`config.mk`:
```
export PLATFORM = sky130hd
export DESIGN_NAME = vdp_control_port_shadow_flat
export DESIGN_NICKNAME = d
export VERILOG_FILES = /design/src/sv/vdpcs_pkg.sv /design/src/sv/vdpcs_if.sv /design/src/sv/vdpcs_in_reg.sv /design/src/sv/vdpcs_core.sv /design/src/sv/vdp_control_port_shadow.sv /design/src/flat_wrapper.sv
export SDC_FILE = /design/constraint.sdc
export NUM_CORES = 1
export LEC_CHECK = 0
export BUFFER_PORTS_ARGS = -buffer_cell sky130_fd_sc_hd__buf_4
export CORE_MARGIN = 4
export CORE_UTILIZATION = 33
export CTS_CLUSTER_SIZE = 30
export DETAILED_ROUTE_END_ITERATION = 8
export PLACE_DENSITY_LB_ADDON = 0.12
export SYNTH_ARGS = -nofsm -noshare
export SYNTH_HDL_FRONTEND = slang
export SYNTH_SLANG_ARGS = --single-unit
```
`constraint.sdc`:
```
create_clock -name clk -period 3.4 [get_ports clk]
set_input_delay 0 -clock clk [delete_from_list [all_inputs] [get_ports clk]]
set_output_delay 0 -clock clk [all_outputs]
set_load 0.01 [all_outputs]
```
`src/sv/vdpcs_pkg.sv`:
```
// ----------------------------------------------------------------------------
// vdpcs_pkg
// Types and constants shared by the control-port register shadow.
// ----------------------------------------------------------------------------
`default_nettype none

package vdpcs_pkg;

  localparam int unsigned ByteW = 8;
  localparam int unsigned AddrW = 16;

  // Kind of host access seen on the port.
  typedef enum logic {
    ACT_CTRL_WRITE  = 1'b0,
    ACT_STATUS_READ = 1'b1
  } action_t;

  // Register number carried in the low bits of the second control byte.
  typedef enum logic [2:0] {
    REG_CTRL0       = 3'd0,
    REG_CTRL1       = 3'd1,
    REG_NAME        = 3'd2,
    REG_COLOR       = 3'd3,
    REG_PATTERN     = 3'd4,
    REG_SPRITE_ATTR = 3'd5,
    REG_SPRITE_PAT  = 3'd6,
    REG_SCREEN      = 3'd7
  } reg_sel_t;

  // Bit of the second byte that marks a register write.
  localparam int unsigned RegWriteBit = 7;
  // Mode bit in the control word that limits the color and pattern bases.
  localparam int unsigned ModeBit = 1;
  localparam logic [AddrW-1:0] ModeBaseMask = 16'h2000;

  // Left shifts that turn a register byte into a table base address.
  localparam int unsigned NameShift       = 10;
  localparam int unsigned ColorShift      = 6;
  localparam int unsigned PatternShift    = 11;
  localparam int unsigned SpriteAttrShift = 7;
  localparam int unsigned SpritePatShift  = 11;

  // Item held in the input register.
  typedef struct packed {
    logic                 valid;
    action_t              action;
    logic [ByteW-1:0]     port_byte;
  } in_stage_t;

  function automatic logic [AddrW-1:0] scale_base(input logic [ByteW-1:0] v,
                                                  input int unsigned sh);
    logic [AddrW-1:0] wide;
    wide = {{(AddrW-ByteW){1'b0}}, v};
    return wide << sh;
  endfunction

endpackage

`default_nettype wire

```
`src/sv/vdpcs_if.sv`:
```
// ----------------------------------------------------------------------------
// vdpcs_if
// Handshake channels of the control-port register shadow.
// ----------------------------------------------------------------------------
`default_nettype none

interface vdpcs_in_if;
  logic       valid;
  logic       ready;
  logic       action;
  logic [7:0] port_byte;

  modport source (output valid, output action, output port_byte, input ready);
  modport sink   (input valid, input action, input port_byte, output ready);
endinterface

interface vdpcs_out_if;
  logic        valid;
  logic        ready;
  logic [15:0] control_word;
  logic [15:0] name_base;
  logic [15:0] color_base;
  logic [15:0] pattern_base;
  logic [15:0] sprite_attr_base;
  logic [15:0] sprite_pat_base;
  logic [7:0]  screen_color;
  logic [7:0]  status_seen;
  logic        second_byte_next;

  modport source (
    output valid, output control_word, output name_base, output color_base,
    output pattern_base, output sprite_attr_base, output sprite_pat_base,
    output screen_color, output status_seen, output second_byte_next,
    input ready
  );
  modport sink (
    input valid, input control_word, input name_base, input color_base,
    input pattern_base, input sprite_attr_base, input sprite_pat_base,
    input screen_color, input status_seen, input second_byte_next,
    output ready
  );
endinterface

`default_nettype wire

```
`src/sv/vdpcs_in_reg.sv`:
```
// ----------------------------------------------------------------------------
// vdpcs_in_reg
// Input register: captures one port access and holds it until the shadow
// update stage takes it.
// ----------------------------------------------------------------------------
`default_nettype none

module vdpcs_in_reg
  import vdpcs_pkg::*;
(
  input  wire logic   clk,
  input  wire logic   rst,
  vdpcs_in_if.sink    snoop,
  input  wire logic   advance,
  output in_stage_t   stage
);

  // The register refills in the same cycle its item moves on.
  assign snoop.ready = !stage.valid || advance;

  always_ff @(posedge clk) begin
    if (rst) begin
      stage.valid <= 1'b0;
    end else if (snoop.ready) begin
      stage.valid <= snoop.valid;
    end
    if (snoop.valid && snoop.ready) begin
      stage.action    <= action_t'(snoop.action);
      stage.port_byte <= snoop.port_byte;
    end
  end

endmodule

`default_nettype wire

```
`src/sv/vdpcs_core.sv`:
```
// ----------------------------------------------------------------------------
// vdpcs_core
// Shadow registers, their update logic and the result valid flag. The
// shadow registers themselves are the result presented downstream.
// ----------------------------------------------------------------------------
`default_nettype none

module vdpcs_core
  import vdpcs_pkg::*;
(
  input  wire logic      clk,
  input  wire logic      rst,
  input  wire in_stage_t stage,
  output logic           advance,
  vdpcs_out_if.source    shadow
);

  logic             pair_toggle, pair_toggle_next;
  logic [ByteW-1:0] latched_byte, latched_byte_next;
  logic [AddrW-1:0] control_shadow, control_shadow_next;
  logic [AddrW-1:0] name_shadow, name_shadow_next;
  logic [AddrW-1:0] color_shadow, color_shadow_next;
  logic [AddrW-1:0] pattern_shadow, pattern_shadow_next;
  logic [AddrW-1:0] sprite_attr_shadow, sprite_attr_shadow_next;
  logic [AddrW-1:0] sprite_pat_shadow, sprite_pat_shadow_next;
  logic [ByteW-1:0] screen_shadow, screen_shadow_next;
  logic [ByteW-1:0] status_shadow, status_shadow_next;
  logic             out_valid;

  // The state only moves when the previous result has been taken.
  assign advance = stage.valid && (!out_valid || shadow.ready);

  always_comb begin
    logic [AddrW-1:0] ctrl_tmp;
    logic [AddrW-1:0] color_tmp;
    logic [AddrW-1:0] pattern_tmp;

    pair_toggle_next        = pair_toggle;
    latched_byte_next       = latched_byte;
    name_shadow_next        = name_shadow;
    sprite_attr_shadow_next = sprite_attr_shadow;
    sprite_pat_shadow_next  = sprite_pat_shadow;
    screen_shadow_next      = screen_shadow;
    status_shadow_next      = status_shadow;
    ctrl_tmp                = control_shadow;
    color_tmp               = color_shadow;
    pattern_tmp             = pattern_shadow;

    if (stage.action == ACT_STATUS_READ) begin
      pair_toggle_next   = 1'b0;
      status_shadow_next = stage.port_byte;
    end else begin
      if (pair_toggle) begin
        pair_toggle_next = 1'b0;
        if (stage.port_byte[RegWriteBit]) begin
          case (reg_sel_t'(stage.port_byte[2:0]))
            REG_CTRL0:       ctrl_tmp = {control_shadow[AddrW-1:ByteW], latched_byte};
            REG_CTRL1:       ctrl_tmp = {latched_byte, control_shadow[ByteW-1:0]};
            REG_NAME:        name_shadow_next = scale_base(latched_byte, NameShift);
            REG_COLOR:       color_tmp = scale_base(latched_byte, ColorShift);
            REG_PATTERN:     pattern_tmp = scale_base(latched_byte, PatternShift);
            REG_SPRITE_ATTR: begin
              sprite_attr_shadow_next = scale_base(latched_byte, SpriteAttrShift);
            end
            REG_SPRITE_PAT:  begin
              sprite_pat_shadow_next = scale_base(latched_byte, SpritePatShift);
            end
            REG_SCREEN:      screen_shadow_next = latched_byte;
            default:         screen_shadow_next = screen_shadow;
          endcase
        end
      end else begin
        pair_toggle_next  = 1'b1;
        latched_byte_next = stage.port_byte;
      end
      // The mode check uses the control word as it stands after this write.
      if (ctrl_tmp[ModeBit]) begin
        color_tmp   = color_tmp & ModeBaseMask;
        pattern_tmp = pattern_tmp & ModeBaseMask;
      end
    end

    control_shadow_next = ctrl_tmp;
    color_shadow_next   = color_tmp;
    pattern_shadow_next = pattern_tmp;
  end

  always_ff @(posedge clk) begin
    if (rst) begin
      pair_toggle        <= 1'b0;
      latched_byte       <= '0;
      control_shadow     <= '0;
      name_shadow        <= '0;
      color_shadow       <= '0;
      pattern_shadow     <= '0;
      sprite_attr_shadow <= '0;
      sprite_pat_shadow  <= '0;
      screen_shadow      <= '0;
      status_shadow      <= '0;
    end else if (advance) begin
      pair_toggle        <= pair_toggle_next;
      latched_byte       <= latched_byte_next;
      control_shadow     <= control_shadow_next;
      name_shadow        <= name_shadow_next;
      color_shadow       <= color_shadow_next;
      pattern_shadow     <= pattern_shadow_next;
      sprite_attr_shadow <= sprite_attr_shadow_next;
      sprite_pat_shadow  <= sprite_pat_shadow_next;
      screen_shadow      <= screen_shadow_next;
      status_shadow      <= status_shadow_next;
    end
  end

  always_ff @(posedge clk) begin
    if (rst) begin
      out_valid <= 1'b0;
    end else if (advance) begin
      out_valid <= 1'b1;
    end else if (shadow.ready) begin
      out_valid <= 1'b0;
    end
  end

  assign shadow.valid            = out_valid;
  assign shadow.control_word     = control_shadow;
  assign shadow.name_base        = name_shadow;
  assign shadow.color_base       = color_shadow;
  assign shadow.pattern_base     = pattern_shadow;
  assign shadow.sprite_attr_base = sprite_attr_shadow;
  assign shadow.sprite_pat_base  = sprite_pat_shadow;
  assign shadow.screen_color     = screen_shadow;
  assign shadow.status_seen      = status_shadow;
  assign shadow.second_byte_next = pair_toggle;

endmodule

`default_nettype wire

```
`src/sv/vdp_control_port_shadow.sv`:
```
// ----------------------------------------------------------------------------
// vdp_control_port_shadow
// Watches host accesses to a video display processor's control port and
// keeps a shadow of its eight write-only registers.
// ----------------------------------------------------------------------------
//   channel   role     contents
//   snoop     sink     action (write / status read), port_byte
//   shadow    source   control word, five table bases, screen color,
//                      last status, pair toggle
//
// An access is registered on entry and the shadow registers are updated when
// it moves on from the input register, which sets the result valid; one
// item is taken every cycle while shadow is ready. The input register and the
// shadow registers each hold one item; a stall on shadow backs up into snoop.
// Reset (rst, synchronous) clears every shadow register and the pair toggle.
// ----------------------------------------------------------------------------
`default_nettype none

module vdp_control_port_shadow
  import vdpcs_pkg::*;
(
  input  wire logic   clk,
  input  wire logic   rst,
  vdpcs_in_if.sink    snoop,
  vdpcs_out_if.source shadow
);

  in_stage_t stage;
  logic      advance;

  vdpcs_in_reg u_in_reg (
    .clk     (clk),
    .rst     (rst),
    .snoop   (snoop),
    .advance (advance),
    .stage   (stage)
  );

  vdpcs_core u_core (
    .clk     (clk),
    .rst     (rst),
    .stage   (stage),
    .advance (advance),
    .shadow  (shadow)
  );

endmodule

`default_nettype wire

```
`src/flat_wrapper.sv`:
```
// flat-port wrapper written by rule: the top's interface ports become plain ports
module vdp_control_port_shadow_flat import vdpcs_pkg::*;
  (clk, rst, snoop_valid, snoop_action, snoop_port_byte, snoop_ready, shadow_valid, shadow_control_word, shadow_name_base, shadow_color_base, shadow_pattern_base, shadow_sprite_attr_base, shadow_sprite_pat_base, shadow_screen_color, shadow_status_seen, shadow_second_byte_next, shadow_ready);
  vdpcs_in_if snoop_i ();
  vdpcs_out_if shadow_i ();
  input  wire logic clk;
  input  wire logic rst;
  input wire logic [$bits(snoop_i.valid)-1:0] snoop_valid;
  input wire logic [$bits(snoop_i.action)-1:0] snoop_action;
  input wire logic [$bits(snoop_i.port_byte)-1:0] snoop_port_byte;
  output wire logic [$bits(snoop_i.ready)-1:0] snoop_ready;
  output wire logic [$bits(shadow_i.valid)-1:0] shadow_valid;
  output wire logic [$bits(shadow_i.control_word)-1:0] shadow_control_word;
  output wire logic [$bits(shadow_i.name_base)-1:0] shadow_name_base;
  output wire logic [$bits(shadow_i.color_base)-1:0] shadow_color_base;
  output wire logic [$bits(shadow_i.pattern_base)-1:0] shadow_pattern_base;
  output wire logic [$bits(shadow_i.sprite_attr_base)-1:0] shadow_sprite_attr_base;
  output wire logic [$bits(shadow_i.sprite_pat_base)-1:0] shadow_sprite_pat_base;
  output wire logic [$bits(shadow_i.screen_color)-1:0] shadow_screen_color;
  output wire logic [$bits(shadow_i.status_seen)-1:0] shadow_status_seen;
  output wire logic [$bits(shadow_i.second_byte_next)-1:0] shadow_second_byte_next;
  input wire logic [$bits(shadow_i.ready)-1:0] shadow_ready;
  assign snoop_i.valid = snoop_valid;
  assign snoop_i.action = snoop_action;
  assign snoop_i.port_byte = snoop_port_byte;
  assign snoop_ready = snoop_i.ready;
  assign shadow_valid = shadow_i.valid;
  assign shadow_control_word = shadow_i.control_word;
  assign shadow_name_base = shadow_i.name_base;
  assign shadow_color_base = shadow_i.color_base;
  assign shadow_pattern_base = shadow_i.pattern_base;
  assign shadow_sprite_attr_base = shadow_i.sprite_attr_base;
  assign shadow_sprite_pat_base = shadow_i.sprite_pat_base;
  assign shadow_screen_color = shadow_i.screen_color;
  assign shadow_status_seen = shadow_i.status_seen;
  assign shadow_second_byte_next = shadow_i.second_byte_next;
  assign shadow_i.ready = shadow_ready;
  vdp_control_port_shadow u_core (.clk(clk), .rst(rst), .snoop(snoop_i), .shadow(shadow_i));
endmodule
```
==> flow_summary.yaml <==
status:
  status: "completed"
synthesis:
  ys_warn_count: 0
  avgSynthCellArea_um2: 10.7
  synth_area_mm2: 0.00345
  ys.flop_type: "dfxtp_1"
  synth_cells: 321
  synthArstFlopShare_pct: 0
  ys_types: 27
  synth_seq_area_share_pct: 51.4
  synth_seq_cells: 84
  synth_edf_count: 9
critical_path:
  end_kind: "register"
  start_kind: "register"
  rr_worst_depth: 4
  critPathKind: "reg2reg"
  crit_arrival_ns: 2.35
  crit_path_max_fanout: 9
  reg2reg_setup_slack_ns: 1.27
  required_ns: 3.62
  reg2reg_to: "u_core.u_core.shadow.control_word[2]$_SDFFE_PP0P_"
  r2r_start: "u_core.u_in_reg.stage[8]$_DFFE_PP_"
clocking:
  cts_buffers: 9
  htreeDepth: 3
  clock_latency_ns: 0.36
  cts_resized: 0
  root_buffer: "clkbuf_8"
  clock_path_buffers: 2
  cts_tree: "built"
  cts_sinks: 84
  clkTransAtPathRegs_ns: 0.08
global_route:
  grt_pass1_vias: 2246
  grt_pass1_wl_mm: 12.0
  grt_usage_pct: 13.3
  antenna_found_initial: 0
  grt_overflow: 0
  grt_max_degree: 68
placement:
  gp_congestion: 0.713
  dp_hpwl_mm: 5.44
  portBuffers: 79
sta:
  rsz0062_at_grt: "false"
  hold_violations: 0
  setup_tns_ns: 0
  worst-slew-pin-transition_ns: 0.767
  max_slew_margin_pct: 48.5
  finalClockSkew_ns: 0.00927
  fin_crit_ns: 2.13
  fmax_mhz: 470
  min_period_over_period_pct: 62.5
  slew_violations: 0
  setup_viol: 0
power_and_ir_drop:
  leakage_nw: 1.82
  power.internal_mw: 1.32
  powerDensity_mw_per_mm2: 419
  p_sw_mw: 0.456
  p_sw_share_pct: 25.7
  sequentialPowerShare_pct: 58.4
  combPwrFrac_pct: 6.1
  power_frac_clock_pct: 35.4
  ir_drop_mv: 0.208
final_layout:
  final_cell_mix: "buf_4, dfxtp_1, nor2_1"
  post_route_cells_drive_above_1_share_pct: 25.6
  synthToLayoutAreaGrowth_pct: 22.8
  n_fill_cell: 1016
  finalNetCount: 418
  final_common_cell: "buf_4"
  num_antenna_cells: 0
  postLayoutCoreUtil_pct: 41.4
detailed_routing:
  routed_wl_mm: 7.99
  drc: 0
  ant_nets: 0
  routedWlPerCell_um: 14.6
  initialDrtViolationCount: 59
  via_per_inst: 4.31
  first_pass_iters: 4
  vias: 2353
worst_hold_path:
  whs_endpoint: "u_core.u_core.shadow.valid$_SDFFE_PP0P_"
  min_path_cells: 5
  min_from: "shadow_ready"
  hold_class: "in2reg"
die:
  fp.dieH_um: 110
  dieArea_mm2: 0.0121
  coreArea_mm2: 0.0102
  fp-row-count: 37
  io_pins: 128
  start_util_pct: 33.7
  die_w_um: 110
job:
  cap_violations: 0
==> how the worst max path moves through the flow <==
stage | cells past startpoint | to | from | slack, ns
final | 4 | u_core.u_core.shadow.control_word[2]$_SDFFE_PP0P_ | u_core.u_in_reg.stage[8]$_DFFE_PP_ | 1.27
after global routing | 4 | u_core.u_core.shadow.control_word[0]$_SDFFE_PP0P_ | u_core.u_in_reg.stage[8]$_DFFE_PP_ | 1.10
after CTS | 4 | u_core.u_core.shadow.control_word[4]$_SDFFE_PP0P_ | u_core.u_in_reg.stage[8]$_DFFE_PP_ | 1.25
after detailed placement | 4 | u_core.u_core.shadow.control_word[2]$_SDFFE_PP0P_ | u_core.u_in_reg.stage[8]$_DFFE_PP_ | 1.27
after global placement | 4 | u_core.u_core.shadow.control_word[2]$_SDFFE_PP0P_ | u_core.u_in_reg.stage[8]$_DFFE_PP_ | 1.30
after floorplan | 5 | u_core.u_core.shadow.control_word[0]$_SDFFE_PP0P_ | u_core.u_in_reg.stage[2]$_DFFE_PP_ | 1.69
==> layer usage <==
layer,global-route usage [%],routed length [µm],up-vias
li1,-,-,1154
met1,16.8,3610,1099
met2,21.1,3670,92
met3,5.01,626,8
met4,4.40,87,0
met5,0,0,-
==> stage by stage <==
stage | cells | hold WS [ns] | total power [mW] | setup WS [ns] | area (µm²)
detailed placement | 520 | 0.180 | 1.16 | 1.27 | 3970
floorplan | 368 | 0.0989 | 1.17 | 1.69 | 3620
global placement | 520 | 0.179 | 1.16 | 1.30 | 3970
finish | 546 | 0.141 | 1.78 | 1.27 | 4230
CTS | 546 | 0.130 | 1.80 | 1.25 | 4230
global route | 546 | 0.143 | 1.86 | 1.10 | 4230
==> power by group through the flow <==
stage / registers [mW] / clock network, mW / logic [mW]
floorplan: 1.05 / 0 / 0.115
global placement: 1.06 / 0 / 0.0988
detailed placement: 1.06 / 0 / 0.0994
CTS: 1.04 / 0.654 / 0.109
global route: 1.04 / 0.695 / 0.123
finish: 1.04 / 0.629 / 0.109
==> registers in the layout, indices dropped and copies added, names as in the netlist <==
register,cells
u_core.u_in_reg.stage,10
u_core.u_core.shadow.sprite_pat_base,5
u_core.u_core.shadow.screen_color,8
u_core.u_core.shadow.pattern_base,5
u_core.u_core.latched_byte,8
u_core.u_core.shadow.name_base,6
u_core.u_core.shadow.second_byte_next,1
u_core.u_core.shadow.status_seen,8
u_core.u_core.shadow.control_word,16
u_core.u_core.shadow.color_base,8
u_core.u_core.shadow.valid,1
u_core.u_core.shadow.sprite_attr_base,8
==> logic make-up after synthesis <==
family                 share of synthesized area, %
and+or+nand+nor                                14.1
muxes                                          17.7
other                                         0.109
AOI/OAI and AO/OA                              4.07
buffers and inverters                          12.6
DFF                                            51.4
==> worst max-delay path, cell delays in order (launching register included) <==
cell and delay [ns]:
edfxtp_1 0.40, nand2b_1 0.44, or4_1 0.87, mux2i_1 0.23
nor2_1 0.05
==> synthesized netlist by cell type, drive strengths merged, types with 4 or more instances <==
master | count | area share [%]
nor2b | 4 | 0.73
dfxtp | 75 | 44
nor2 | 65 | 7.1
edfxtp | 9 | 7.8
buf | 53 | 11
mux2i | 61 | 18
nand2 | 4 | 0.44
clkbuf | 12 | 1.3
nor4 | 7 | 3.4
a21oi | 4 | 0.58
nand2b | 4 | 0.73
a22o | 11 | 2.8
==> what timing repair did <==
item / in CTS / in global routing
setup buffers: 0 / 0
hold buffers: 10 / 0
hold endpoints to repair: 10 / 0
==> final cells by class <==
| class | instances | area [µm²] | area share, % |
|---|---|---|---|
| Sequential cell | 84 | 1770 | 41.8 |
| Multi-Input combinational cell | 219 | 1420 | 33.5 |
| Clock buffer | 10 | 128 | 3.01 |
| Timing Repair Buffer | 91 | 708 | 16.7 |
| Clock inverter | 6 | 40.0 | 0.946 |
| Tap cell | 136 | 170 | 4.02 |
No activity file was read; power rests on OpenSTA's default activity.
